File: src/cfp_pkg.sv
// cfp_pkg: types, codes and constants shared by the command frame parser
// no dependencies; imported by every module of the block
package cfp_pkg;

  // frame layout
  localparam int unsigned PayloadBytes = 12;
  localparam int unsigned CountW       = 4;
  localparam int unsigned WordW        = 32;

  localparam logic [7:0] SyncFirst  = 8'h55;
  localparam logic [7:0] SyncSecond = 8'hAA;

  // frame type codes
  localparam logic [7:0] TypeRead      = 8'h03;
  localparam logic [7:0] TypeSetLoFrst = 8'h07;
  localparam logic [7:0] TypeSetLoLast = 8'h0E;
  localparam logic [7:0] TypeSetHiFrst = 8'h12;
  localparam logic [7:0] TypeSetHiLast = 8'h15;
  localparam logic [7:0] TypeCal       = 8'h30;

  // controller index of the first type in the upper set-gains range
  localparam logic [3:0] SetHiBase = 4'd8;

  // parser phase
  typedef enum logic [2:0] {
    PH_HUNT    = 3'd0,
    PH_SYNC2   = 3'd1,
    PH_TYPE    = 3'd2,
    PH_PAYLOAD = 3'd3,
    PH_TRAILER = 3'd4
  } phase_e;

  // decoded command
  typedef enum logic [1:0] {
    CMD_OTHER     = 2'd0,
    CMD_READ_GAIN = 2'd1,
    CMD_SET_GAIN  = 2'd2,
    CMD_GYRO_CAL  = 2'd3
  } cmd_e;

  // completed frame handed from the tracker to the result register
  typedef struct packed {
    logic             emit;
    logic [7:0]       frame_type;
    logic [7:0]       trailer;
    logic [WordW-1:0] word_first;
    logic [WordW-1:0] word_second;
    logic [WordW-1:0] word_third;
  } frame_t;

  // decoded command fields
  typedef struct packed {
    cmd_e       command;
    logic [3:0] controller_index;
    logic       reply_requested;
  } cmd_t;

endpackage

File: src/cfp_decode.sv
// cfp_decode: maps a frame type byte to command, controller index and reply flag
// depends on cfp_pkg
module cfp_decode import cfp_pkg::*; (
  input  logic [7:0] frame_type_i,
  output cmd_t       cmd_o
);

  // type classification
  always_comb begin
    cmd_o = '{command: CMD_OTHER, controller_index: 4'd0, reply_requested: 1'b0};
    if (frame_type_i == TypeRead) begin
      cmd_o.command         = CMD_READ_GAIN;
      cmd_o.reply_requested = 1'b1;
    end else if (frame_type_i inside {[TypeSetLoFrst:TypeSetLoLast]}) begin
      cmd_o.command          = CMD_SET_GAIN;
      cmd_o.controller_index = 4'(frame_type_i - TypeSetLoFrst);
      cmd_o.reply_requested  = 1'b1;
    end else if (frame_type_i inside {[TypeSetHiFrst:TypeSetHiLast]}) begin
      cmd_o.command          = CMD_SET_GAIN;
      cmd_o.controller_index = 4'(frame_type_i - TypeSetHiFrst) + SetHiBase;
      cmd_o.reply_requested  = 1'b1;
    end else if (frame_type_i == TypeCal) begin
      cmd_o.command = CMD_GYRO_CAL;
    end
  end

endmodule

File: src/cfp_frame_track.sv
// cfp_frame_track: input register, phase state machine and payload store
// depends on cfp_pkg; feeds the result register in the top level
module cfp_frame_track import cfp_pkg::*; (
  input  logic       clk_i,
  input  logic       rst_ni,
  input  logic       in_valid_i,
  input  logic [7:0] rx_byte_i,
  input  logic       advance_i,
  output logic       in_stall_o,
  output frame_t     frame_o
);

  logic              in_vld_q;
  logic [7:0]        in_byte_q;
  logic              step;
  phase_e            phase_q, phase_d;
  logic [CountW-1:0] count_q, count_d;
  logic [CountW-1:0] count_inc;
  logic [7:0]        held_type_q;
  logic [7:0]        store_q [PayloadBytes];
  logic              store_we;
  logic              type_we;
  logic              emit;

  assign in_stall_o = in_vld_q & ~advance_i;
  assign step       = in_vld_q & advance_i;
  assign count_inc  = count_q + CountW'(1);

  // input register
  always_ff @(posedge clk_i or negedge rst_ni) begin
    if (!rst_ni) begin
      in_vld_q <= 1'b0;
    end else if (!in_stall_o) begin
      in_vld_q <= in_valid_i;
    end
  end

  always_ff @(posedge clk_i) begin
    if (in_valid_i && !in_stall_o) begin
      in_byte_q <= rx_byte_i;
    end
  end

  // next phase and payload index
  always_comb begin
    phase_d = phase_q;
    count_d = count_q;
    if (step) begin
      case (phase_q)
        PH_SYNC2: begin
          phase_d = (in_byte_q == SyncSecond) ? PH_TYPE : PH_HUNT;
        end
        PH_TYPE: begin
          count_d = '0;
          phase_d = PH_PAYLOAD;
        end
        PH_PAYLOAD: begin
          if (count_q < CountW'(PayloadBytes) &&
              count_inc < CountW'(PayloadBytes)) begin
            count_d = count_inc;
          end else begin
            count_d = '0;
            phase_d = PH_TRAILER;
          end
        end
        PH_TRAILER: begin
          count_d = '0;
          phase_d = PH_HUNT;
        end
        default: begin
          phase_d = (in_byte_q == SyncFirst) ? PH_SYNC2 : PH_HUNT;
        end
      endcase
    end
  end

  // store writes and frame completion
  always_comb begin
    type_we  = 1'b0;
    store_we = 1'b0;
    emit     = 1'b0;
    case (phase_q)
      PH_TYPE:    type_we  = step;
      PH_PAYLOAD: store_we = step & (count_q < CountW'(PayloadBytes));
      PH_TRAILER: emit     = step;
      default:    ;
    endcase
  end

  assign frame_o.emit        = emit;
  assign frame_o.frame_type  = held_type_q;
  assign frame_o.trailer     = in_byte_q;
  assign frame_o.word_first  = {store_q[3], store_q[2], store_q[1], store_q[0]};
  assign frame_o.word_second = {store_q[7], store_q[6], store_q[5], store_q[4]};
  assign frame_o.word_third  = {store_q[11], store_q[10], store_q[9], store_q[8]};

  // phase and index registers
  always_ff @(posedge clk_i or negedge rst_ni) begin
    if (!rst_ni) begin
      phase_q <= PH_HUNT;
      count_q <= '0;
    end else begin
      phase_q <= phase_d;
      count_q <= count_d;
    end
  end

  // type byte and payload bytes
  always_ff @(posedge clk_i) begin
    if (type_we) begin
      held_type_q <= in_byte_q;
    end
    for (int i = 0; i < PayloadBytes; i++) begin
      if (store_we && count_q == CountW'(i)) begin
        store_q[i] <= in_byte_q;
      end
    end
  end

endmodule

File: src/command_frame_parser_top.sv
// Command frame parser: takes one received byte per transfer and finds 16-byte
// frames (0x55, 0xAA, type, 12 payload bytes, trailer). A byte can be
// transferred in every cycle while the input side does not stall; a result is
// offered once its trailer byte has passed through the input register and the
// result register has loaded. The input side stalls only while a result waits
// and the output side stalls. Bytes outside a frame give no result.
//
// top level: instantiates cfp_frame_track and cfp_decode, holds the result register
// depends on cfp_pkg
module command_frame_parser_top import cfp_pkg::*; (
  input  logic        clk_i,
  input  logic        rst_ni,
  input  logic        in_valid_i,
  output logic        in_stall_o,
  input  logic [7:0]  rx_byte_i,
  output logic        out_valid_o,
  input  logic        out_stall_i,
  output logic [7:0]  frame_type_o,
  output logic [1:0]  command_o,
  output logic [3:0]  controller_index_o,
  output logic [31:0] word_first_o,
  output logic [31:0] word_second_o,
  output logic [31:0] word_third_o,
  output logic [7:0]  trailer_byte_o,
  output logic        reply_requested_o
);

  logic   advance;
  frame_t frame;
  cmd_t   cmd;
  logic   out_vld_q;
  frame_t res_q;
  cmd_t   res_cmd_q;

  // the result register can take a new frame when empty or being drained
  assign advance = ~out_vld_q | ~out_stall_i;

  cfp_frame_track u_track (
    .clk_i      (clk_i),
    .rst_ni     (rst_ni),
    .in_valid_i (in_valid_i),
    .rx_byte_i  (rx_byte_i),
    .advance_i  (advance),
    .in_stall_o (in_stall_o),
    .frame_o    (frame)
  );

  cfp_decode u_decode (
    .frame_type_i (frame.frame_type),
    .cmd_o        (cmd)
  );

  // result valid
  always_ff @(posedge clk_i or negedge rst_ni) begin
    if (!rst_ni) begin
      out_vld_q <= 1'b0;
    end else if (frame.emit) begin
      out_vld_q <= 1'b1;
    end else if (!out_stall_i) begin
      out_vld_q <= 1'b0;
    end
  end

  // result payload
  always_ff @(posedge clk_i) begin
    if (frame.emit) begin
      res_q     <= frame;
      res_cmd_q <= cmd;
    end
  end

  assign out_valid_o        = out_vld_q;
  assign frame_type_o       = res_q.frame_type;
  assign command_o          = res_cmd_q.command;
  assign controller_index_o = res_cmd_q.controller_index;
  assign word_first_o       = res_q.word_first;
  assign word_second_o      = res_q.word_second;
  assign word_third_o       = res_q.word_third;
  assign trailer_byte_o     = res_q.trailer;
  assign reply_requested_o  = res_cmd_q.reply_requested;

  // emit is part of the stored frame but only the valid flag carries it out
  logic unused_emit;
  assign unused_emit = res_q.emit;

endmodule

File: config.mk
export PLATFORM = sky130hd
export DESIGN_NAME = command_frame_parser_top
export DESIGN_NICKNAME = d
export VERILOG_FILES = /design/src/cfp_pkg.sv /design/src/cfp_decode.sv /design/src/cfp_frame_track.sv /design/src/command_frame_parser_top.sv
export SDC_FILE = /design/constraint.sdc
export NUM_CORES = 1
export LEC_CHECK = 0
export BUFFER_PORTS_ARGS = -buffer_cell sky130_fd_sc_hd__buf_4
export CORE_UTILIZATION = 35
export DETAILED_ROUTE_END_ITERATION = 12
export PLACE_DENSITY_LB_ADDON = 0.15
export SLEW_MARGIN = 20
export SYNTH_ARGS = -nofsm -noshare
export SYNTH_HDL_FRONTEND = slang
export SYNTH_SLANG_ARGS = --single-unit
File: constraint.sdc
create_clock -name clk_i -period 10 [get_ports clk_i]
set_clock_uncertainty 0.15 [all_clocks]
set_input_delay 1.5 -clock clk_i [delete_from_list [all_inputs] [get_ports clk_i]]
set_output_delay 1.5 -clock clk_i [all_outputs]
set_load 0.005 [all_outputs]
==> results.toml, run 1 <==
[outcome]
status = "finished with violations"
failed_checks = "design-rule violations"

[die]
die_y_um = 152
start_util_pct = 36.0
core_area_mm2 = 0.0220
ioPinCount = 133
die_area_mm2 = 0.0232
fp-row-count = 54
die_x_um = 152

[logic_synthesis]
synth_cell_types = 38
syn_avg_cell_area_um2 = 23.0
ys_ff_latch = 240
ys_warn_count = 0
syn-cell-area_mm2 = 0.00790
synth_flop_cell = "edfxtp_1"
syn_nets = 367
async_flop_share_pct = 3.75
synth_cells = 344
netlist.area_leader.share_pct = 87.9
synth-edff-count = 231
yosysTopAreaCell = "edfxtp_1"
yosysSeqAreaShare_pct = 90.7
synthTopCellsByArea = "edfxtp_1, dfrtp_1, ha_1"

[cells_and_area]
area_delta_synth_final_pct = 27.0
nets = 525
final_cell_mix = "edfxtp_1, buf_4, clkbuf_16"
final_common_cell = "edfxtp_1"
fillers = 1866
antennaDiodeCount = 0
final_area_mm2 = 0.0100
drive_gt1_share_pct = 33.0

[sta]
drv_slew = 0
rsz0062_at_grt = "false"
max_slew_margin_pct = 30.5
setup_viol = 0
max_freq_ghz = 0.281
finalCritPeriodShare_pct = 35.6
tns_ns = 0
min_period_ns = 3.56
finalHoldViolCount = 0
worst_pin_slew_ns = 1.04

[global_route]
first_global_vias = 3755
grt_antenna_before_repair = 0
gr-total-overflow = 0
grt_pass1_wl_mm = 22.6
grt_max_degree = 82
track_usage_pct = 12.9

[power_and_ir_drop]
peakVddDrop_v = 0.000106
powerDensity_mw_per_mm2 = 219
power_leakage_nw = 3.55

[routing]
drt.antenna.violating_nets = 0
drt_first_iter_violations = 228
drc = 12
avgRoutedWirePerCell_um = 18.6
vias = 3582
wirelength_mm = 14.9
via_per_inst = 4.49
firstDrtPassIters = 8

[cts]
cts_tree = "yes"
cts_root_buffer = "clkbuf_16"
cts_made_buffers = 24
hold_buffers = 0
clock_latency_ns = 0.50
cts_resized = 0
cts.clk_slew.worst_paths_ns = 0.06
htreeDepth = 1
post_cts_buffers = 0
cts_sinks = 240
clockBufferDepth = 3

[place]
io_buffers = 132
routabilityCongestion = 0.779
placed_area_mm2 = 0.00925
hpwlAfterDp_mm = 9.41

[setup_path]
reg2reg_slack_ns = 6.97
worstSetupEndpointType = "output pin"
startpoint_type = "input port"
criticalPathCategory = "in2out"
required_ns = 8.35
worstPathMaxFanout = 4
critPathArrivalTime_ns = 1.91

[flow_run]
maxCapViolCount = 0

[hold_path]
hold_class = "reg2reg"
## Yosys cell counts (2+ instances only)
master    count
edfxtp_1    231
and2_1       13
inv_1        13
ha_1         11
dfrtp_1       9
nand2b_1      5
o22ai_1       5
nand2_1       4
nand3_1       4
nor4bb_1      4
a21oi_1       3
mux2i_1       3
nor2_1        3
nor4_1        3
o311ai_0      3
xnor2_1       3
clkbuf_1      2
nand4_1       2
nor3_1        2
nor3b_1       2
or4_1         2
## kinds of logic after synthesis
group,synth area share (%)
AO/OA/AOI/OAI,2.09
XOR/XNOR,0.333
adder cells (fa/ha/maj),1.74
buffers and inverters,0.777
flip-flops,90.7
multiplexers,0.380
AND/OR/NAND/NOR,3.96
## layer usage
metal / vias up / routed length [um] / GRT usage, %
li1: 1682 / - / -
met1: 1774 / 6260 / 16.6
met2: 108 / 7550 / 22.0
met3: 18 / 830 / 2.73
met4: 0 / 244 / 3.89
met5: - / 0 / 0
## per-stage QoR
step / hold slack, ns / cells / power (mW) / setup slack [ns] / utilization [%]
6_report: 0.263 / 798 / 2.19 / 6.44 / 45.7
5_1_grt: 0.265 / 798 / 2.28 / 6.35 / 45.7
3_5_place_dp: 0.255 / 755 / 1.37 / 5.62 / 42.1
2_1_floorplan: 0.250 / 344 / 1.31 / 2.37 / -
4_1_cts: 0.265 / 797 / 2.22 / 6.11 / 45.5
3_3_place_gp: 0.252 / 755 / 1.36 / 5.68 / 42.1
## power by group
group / switching, mW / internal [mW]
Clock: 0.342 / 0.508
Sequential: 0.0455 / 1.17
Combinational: 0.0807 / 0.0465
## sequential cells by signal, indices dropped and copies added, names as in the netlist
| signal | cells |
|---|---|
| u_track.store_q | 96 |
| word_first_o | 32 |
| word_second_o | 32 |
| word_third_o | 32 |
| frame_type_o | 8 |
| trailer_byte_o | 8 |
| u_track.held_type_q | 8 |
| u_track.in_byte_q | 8 |
| controller_index_o | 4 |
| u_track.count_q | 4 |
| u_track.phase_q | 3 |
| command_o | 2 |
| out_valid_o | 1 |
| reply_requested_o | 1 |
| u_track.in_vld_q | 1 |
## critical path: stages
cell	delay, ns
buf_4	0.12
nand3_1	0.11
inv_1	0.05
buf_4	0.13
## final timing paths
check | startpoint | cells past startpoint | endpoint
worst max-delay path | out_stall_i | 4 | in_stall_o
worst min-delay path | u_track.store_q[0][15] | 0 | word_first_o[15]
worst max register to register | u_track.phase_q[1] | 3 | word_third_o[30]
worst min register to register | u_track.store_q[0][15] | 0 | word_first_o[15]
max in group asynchronous | rst_ni | 1 | u_track.phase_q[0]
min in group asynchronous | rst_ni | 1 | u_track.in_vld_q
## layout make-up
class | count | area [um^2] | share of cell area [%]
flip-flops and latches | 240 | 7160 | 71.4
clock buffers | 31 | 648 | 6.46
clock inverters | 11 | 108 | 1.07
multi-input cells | 88 | 679 | 6.77
repair buffers | 135 | 1030 | 10.3
well taps | 280 | 350 | 3.49
inverters | 13 | 48.8 | 0.487
Power figures use the tool's default switching activity.
==> inputs of run 2 (changes only) <==
--- a/config.mk
+++ b/config.mk
@@ -5,6 +5,7 @@
 export SDC_FILE = /design/constraint.sdc
 export NUM_CORES = 1
 export LEC_CHECK = 0
+export ABC_AREA = 1
 export BUFFER_PORTS_ARGS = -buffer_cell sky130_fd_sc_hd__buf_4
 export CORE_UTILIZATION = 35
 export DETAILED_ROUTE_END_ITERATION = 12
==> constraint.sdc (replaced) <==
create_clock -name clk_i -period 3.6 [get_ports clk_i]
set_clock_uncertainty 0.15 [all_clocks]
set_input_delay 0.54 -clock clk_i [delete_from_list [all_inputs] [get_ports clk_i]]
set_output_delay 0.54 -clock clk_i [all_outputs]
set_load 0.005 [all_outputs]
==> run 2 against run 1 <==
Net effect:
- the flow now finishes without violations
- count of clock-buffer cells in the layout down 2
- routed wire length rose by 0.48%
- non-clock buffer count up 11
- clock power grew to 2.9 times the previous value
- global-route usage down 0.13 points
- final cell count is 7.9% higher
- setup slack got worse by 5.2 ns
- via count increased by 7.4%
- critical path type is now reg2reg
==> results.toml, run 2 <==
[outcome]
status = "finished clean"

[cells_and_area]
largest_reg_flops = 96
final_cell_mix = "edfxtp_1, buf_4, nand2_1"
drive_gt1_share_pct = 33.0
antennaDiodeCount = 0
multi_input_area_um2 = 701
area_delta_synth_final_pct = 28.4
fin_util_pct = 46.3
fillers = 1894
regMostFlops = "u_track.store_q"
nets = 586
final_common_cell = "edfxtp_1"
regArea_mm2 = 0.00716
final_area_mm2 = 0.0102
fin_cells = 861

[logic_synthesis]
post_synth_most_frequent_cells = "edfxtp_1, nand2_1, inv_1"
syn-cell-area_mm2 = 0.00797
netlist.area_leader.share_pct = 87.0
synth-edff-count = 231
synthTopCellsByArea = "edfxtp_1, dfrtp_1, nand2_1"
yosysTopAreaCell = "edfxtp_1"
yosysMostFrequentCell = "edfxtp_1"
ys_warn_count = 0
ys_ff_latch = 240
yosysSeqAreaShare_pct = 89.8
syn_nets = 416
async_flop_share_pct = 3.75
synth_flop_cell = "edfxtp_1"
syn_avg_cell_area_um2 = 20.3
synth_cell_types = 23
synth_cells = 393

[die]
die_y_um = 153
ioPinCount = 133
start_util_pct = 36.1
core_area_mm2 = 0.0221
die_area_mm2 = 0.0234
fp-row-count = 54
die_x_um = 153

[cts]
cts_sinks = 240
cts_root_buffer = "clkbuf_16"
htreeDepth = 1
cts.clk_slew.worst_paths_ns = 0.06
clock_latency_ns = 0.51
cts_resized = 0
cts_tree = "yes"
cts_made_buffers = 25
clockBufferDepth = 3

[setup_path]
critPathMostFrequentCell = "nand2_1"
worstSetupEndpointType = "flip-flop"
cp_slowest_cell = "nor3_1"
required_ns = 3.57
critPathArrivalTime_ns = 2.29
cp_cell_sequence = "nand2_1 > nand2_1 > nor2_4 > inv_2 > nor3_1"
criticalPathCategory = "reg2reg"
rr_worst_depth = 5
rr_startpoint = "out_valid_o"
reg2reg_slack_ns = 1.28
critical_path.max_stage_delay_ns = 0.79
startpoint_type = "flip-flop"
worstPathMaxFanout = 13
reg2reg_to = "u_track.store_q[0][23]"

[sta]
drv_slew = 0
fin_ws_ns = 1.28
max_slew_margin_pct = 32.0
tns_ns = 0
holdWs_ns = 0.0593
worst_pin_slew_ns = 1.01
setup_viol = 0
finalHoldViolCount = 0
max_freq_ghz = 0.431
finalCritPeriodShare_pct = 64.5
min_period_ns = 2.32
rsz0062_at_grt = "false"

[routing]
via_per_inst = 4.47
vias = 3846
drt.antenna.violating_nets = 0
wirelength_mm = 15.0
firstDrtPassIters = 4
drt_first_iter_violations = 181
avgRoutedWirePerCell_um = 17.4
drc = 0

[global_route]
first_global_vias = 3963
track_usage_pct = 12.8
grt_pass1_wl_mm = 22.5
grt_max_degree = 56
grt_antenna_before_repair = 0
gr-total-overflow = 0

[power_and_ir_drop]
clockPowerShare_pct = 44.3
seq_power_share_pct = 55.3
p_int_mw = 4.55
switching_share_pct = 18.3
power_leakage_nw = 3.73
peakVddDrop_v = 0.000304
powerDensity_mw_per_mm2 = 544
combPwrFrac_pct = 0.4
switchingPower_mw = 1.02
power_mw = 5.57

[hold_path]
hold_class = "in2reg"
hold_depth = 1
hp-start = "rx_byte_i[0]"
min_to = "u_track.in_byte_q[0]"

[place]
io_buffers = 132
place_inst = 815
hpwlAfterDp_mm = 9.65
dpl_worst_slack_ns = 0.971
placed_area_mm2 = 0.00942
routabilityCongestion = 0.739

[flow_run]
maxCapViolCount = 0
## run 2: layer usage
layer / GRT usage, % / part of all wire (%)
met5: 0 / 0
met4: 4.86 / 2.4
met3: 3.15 / 6.1
met2: 20.9 / 48
met1: 16.5 / 44
## run 2: critical path: cells and delay by family, from the launching register on
| family | cells | cell delay, ns |
|---|---|---|
| simple gates | 4 | 1.28 |
| buf+inv | 1 | 0.13 |
| flops | 1 | 0.38 |
## run 2: repair_timing
| item | in CTS | in global routing |
|---|---|---|
| hold buffers | 1 | 0 |
| endpoints found under the hold margin | 9 | 0 |
| setup buffers | 0 | 0 |
## run 2: worst max path at each step
stage	startpoint	end	slack [ns]	cells past startpoint
2_1_floorplan	out_stall_i	command_o[0]	0.43	3
3_3_place_gp	out_stall_i	u_track.store_q[0][16]	1.09	6
3_5_place_dp	out_stall_i	u_track.store_q[0][16]	0.97	6
4_1_cts	out_valid_o	u_track.store_q[0][23]	1.23	5
5_1_grt	out_valid_o	u_track.store_q[0][23]	1.05	5
6_report	out_valid_o	u_track.store_q[0][23]	1.28	5
## run 2: cell families after synthesis
| kind of cell | count (synthesis) | synth area share, % |
|---|---|---|
| adder cells (fa/ha/maj) | 11 | 1.73 |
| buffers and inverters | 29 | 1.49 |
| AND/OR/NAND/NOR | 97 | 5.84 |
| flip-flops | 240 | 89.8 |
| AO/OA/AOI/OAI | 14 | 0.910 |
| XOR/XNOR | 2 | 0.220 |
## run 2: power groups by stage
stage / clock network (mW) / logic [mW] / registers (mW)
6_report: 2.46 / 0.0250 / 3.08
5_1_grt: 2.64 / 0.0285 / 3.08
4_1_cts: 2.55 / 0.0256 / 3.08
3_5_place_dp: 0 / 0.0247 / 3.14
3_3_place_gp: 0 / 0.0238 / 3.14
2_1_floorplan: 0 / 0.0108 / 3.12
## run 2: cell type report
| type | count | area share [%] |
|---|---|---|
| clock buffers | 29 | 6.26 |
| clock inverters | 16 | 1.60 |
| inverters | 26 | 0.953 |
| multi-input cells | 124 | 6.84 |
| flip-flops and latches | 240 | 69.9 |
| well taps | 280 | 3.42 |
| repair buffers | 146 | 11.0 |
==> inputs of run 3 (changes only) <==
--- a/config.mk
+++ b/config.mk
@@ -5,7 +5,7 @@
 export SDC_FILE = /design/constraint.sdc
 export NUM_CORES = 1
 export LEC_CHECK = 0
-export ABC_AREA = 1
+export ABC_AREA = 0
 export BUFFER_PORTS_ARGS = -buffer_cell sky130_fd_sc_hd__buf_4
 export CORE_UTILIZATION = 35
 export DETAILED_ROUTE_END_ITERATION = 12
==> constraint.sdc (replaced) <==
create_clock -name clk_i -period 2.4 [get_ports clk_i]
set_clock_uncertainty 0.15 [all_clocks]
set_input_delay 0.36 -clock clk_i [delete_from_list [all_inputs] [get_ports clk_i]]
set_output_delay 0.36 -clock clk_i [all_outputs]
set_load 0.005 [all_outputs]
==> run 3 against run 2 <==
Net effect:
- the run now ends with design-rule violations left
- routed wire length increased by 1.8%
- total power grew 64%
- clock power rose by 43%
- register-to-register slack worse by 1.1 ns
- first-iteration DRC count increased by 45%
- final cell count decreased by 4.2%
- critical path type is now in2reg
==> results.toml, run 3 (same netlist as run 1, synthesis figures left out) <==
[outcome]
status = "finished with violations"
failed_checks = "design-rule violations"

[cells_and_area]
fin_cells = 825
area_delta_synth_final_pct = 30.0
regMostFlops = "u_track.store_q"
final_common_cell = "edfxtp_1"
largest_reg_flops = 96
fin_util_pct = 46.7
nets = 551
drive_gt1_share_pct = 35.0
antennaDiodeCount = 0
final_area_mm2 = 0.0103
final_cell_mix = "edfxtp_1, buf_4, clkbuf_16"

[place]
io_buffers = 132
dpl_worst_slack_ns = 0.0832
place_inst = 770
routabilityCongestion = 0.831
hpwlAfterDp_mm = 10.3
placed_area_mm2 = 0.00940

[setup_path]
worstSetupEndpointType = "flip-flop"
critPathArrivalTime_ns = 2.36
cp_cell_sequence = "dlygate4sd3_1 > buf_4 > a21bo_2 > nor4_1 > buf_4 > and2_1"
startpoint_type = "input port"
critPathMostFrequentCell = "buf_4"
cp_slowest_cell = "dlygate4sd3_1"
worstPathMaxFanout = 9
criticalPathCategory = "in2reg"
required_ns = 2.42
critical_path.max_stage_delay_ns = 0.54

[cts]
clock_latency_ns = 0.51
cts_root_buffer = "clkbuf_16"
htreeDepth = 1
cts.clk_slew.worst_paths_ns = 0.06
cts_tree = "yes"
cts_sinks = 240
post_cts_buffers = 0
cts_made_buffers = 25
clockBufferDepth = 3

[global_route]
grt_antenna_before_repair = 0
track_usage_pct = 13.1
first_global_vias = 3816
grt_max_degree = 44
grt_pass1_wl_mm = 22.8
gr-total-overflow = 0

[sta]
min_period_ns = 2.34
setup_viol = 0
worst_pin_slew_ns = 0.514
finalHoldViolCount = 0
fin_ws_ns = 0.0619
drv_slew = 0
max_slew_margin_pct = 65.4
finalCritPeriodShare_pct = 97.4
rsz0062_at_grt = "false"
max_freq_ghz = 0.428
tns_ns = 0
holdWs_ns = 0.0551

[routing]
wirelength_mm = 15.2
drt_first_iter_violations = 262
via_per_inst = 4.52
avgRoutedWirePerCell_um = 18.5
vias = 3729
drc = 13
firstDrtPassIters = 11
drt.antenna.violating_nets = 0

[power_and_ir_drop]
powerDensity_mw_per_mm2 = 892
power_mw = 9.15
peakVddDrop_v = 0.000472
power_leakage_nw = 3.67

[hold_path]
hold_class = "in2async"

[die]
die_y_um = 152
die_x_um = 152
fp-row-count = 54
die_area_mm2 = 0.0232
ioPinCount = 133
start_util_pct = 36.0
core_area_mm2 = 0.0220

[flow_run]
maxCapViolCount = 0
-- run 3: cell count changes in the layout (fill, tap and decap cells not counted), sizes merged, moves of 5 or more --
cell / before / now
inv: 27 / 14
nand2b: 0 / 5
nand4: 7 / 2
nor3: 17 / 2
o21ai: 10 / 0
nand2: 39 / 4
dlygate4sd3: 1 / 11
nand3: 20 / 4
nor2: 12 / 3
and2: 0 / 13
-- run 3: cell type report --
cell class	count	area (um^2)
clock inverter	15	105
tap	280	350
inverter	13	48.8
sequential	240	7160
timing repair buffer	160	1270
fill	1848	11700
clock buffer	29	641
multi-input combinational	88	688
-- run 3: critical path, delay by kind of cell --
| family | cells | cell delay [ns] |
|---|---|---|
| buffers and inverters | 3 | 0.89 |
| and+or+nand+nor | 2 | 0.81 |
| AOI/OAI and AO/OA | 1 | 0.30 |
-- run 3: metal layers --
| layer | track usage, % | share of wire (%) | vias up |
|---|---|---|---|
| met1 | 17.1 | 42 | 1840 |
| met5 | 0 | 0 | - |
| li1 | - | - | 1724 |
| met2 | 21.7 | 50 | 130 |
| met4 | 4.81 | 2.7 | 0 |
| met3 | 2.96 | 5.8 | 35 |
-- run 3: repair_timing --
| item | CTS | global route |
|---|---|---|
| resized for setup | 0 | 1 |
| hold endpoints to repair | 19 | 0 |
| endpoints found under the setup margin | 0 | 32 |
| hold buffers | 11 | 0 |
-- run 3: power by group --
| group | leakage (nW) | internal [mW] | switching (mW) |
|---|---|---|---|
| logic | 1.10 | 0.225 | 0.380 |
| clock network | 0.368 | 2.01 | 1.49 |
| registers | 2.20 | 4.87 | 0.162 |
| total | 3.67 | 7.11 | 2.03 |
-- run 3: path summary, 6_finish.rpt --
| kind | startpoint | end | slack, ns | cells past startpoint |
|---|---|---|---|---|
| worst max-delay path | out_stall_i | u_track.store_q[1][12] | 0.06 | 6 |
| worst min-delay path | rst_ni | u_track.phase_q[2] | 0.06 | 2 |
| worst max register to register | out_valid_o | u_track.store_q[1][12] | 0.19 | 4 |
| worst min register to register | u_track.store_q[0][2] | word_first_o[2] | 0.25 | 0 |
| max in group asynchronous | rst_ni | u_track.phase_q[0] | 1.90 | 2 |
| min in group clk_i | u_track.store_q[0][2] | word_first_o[2] | 0.25 | 0 |
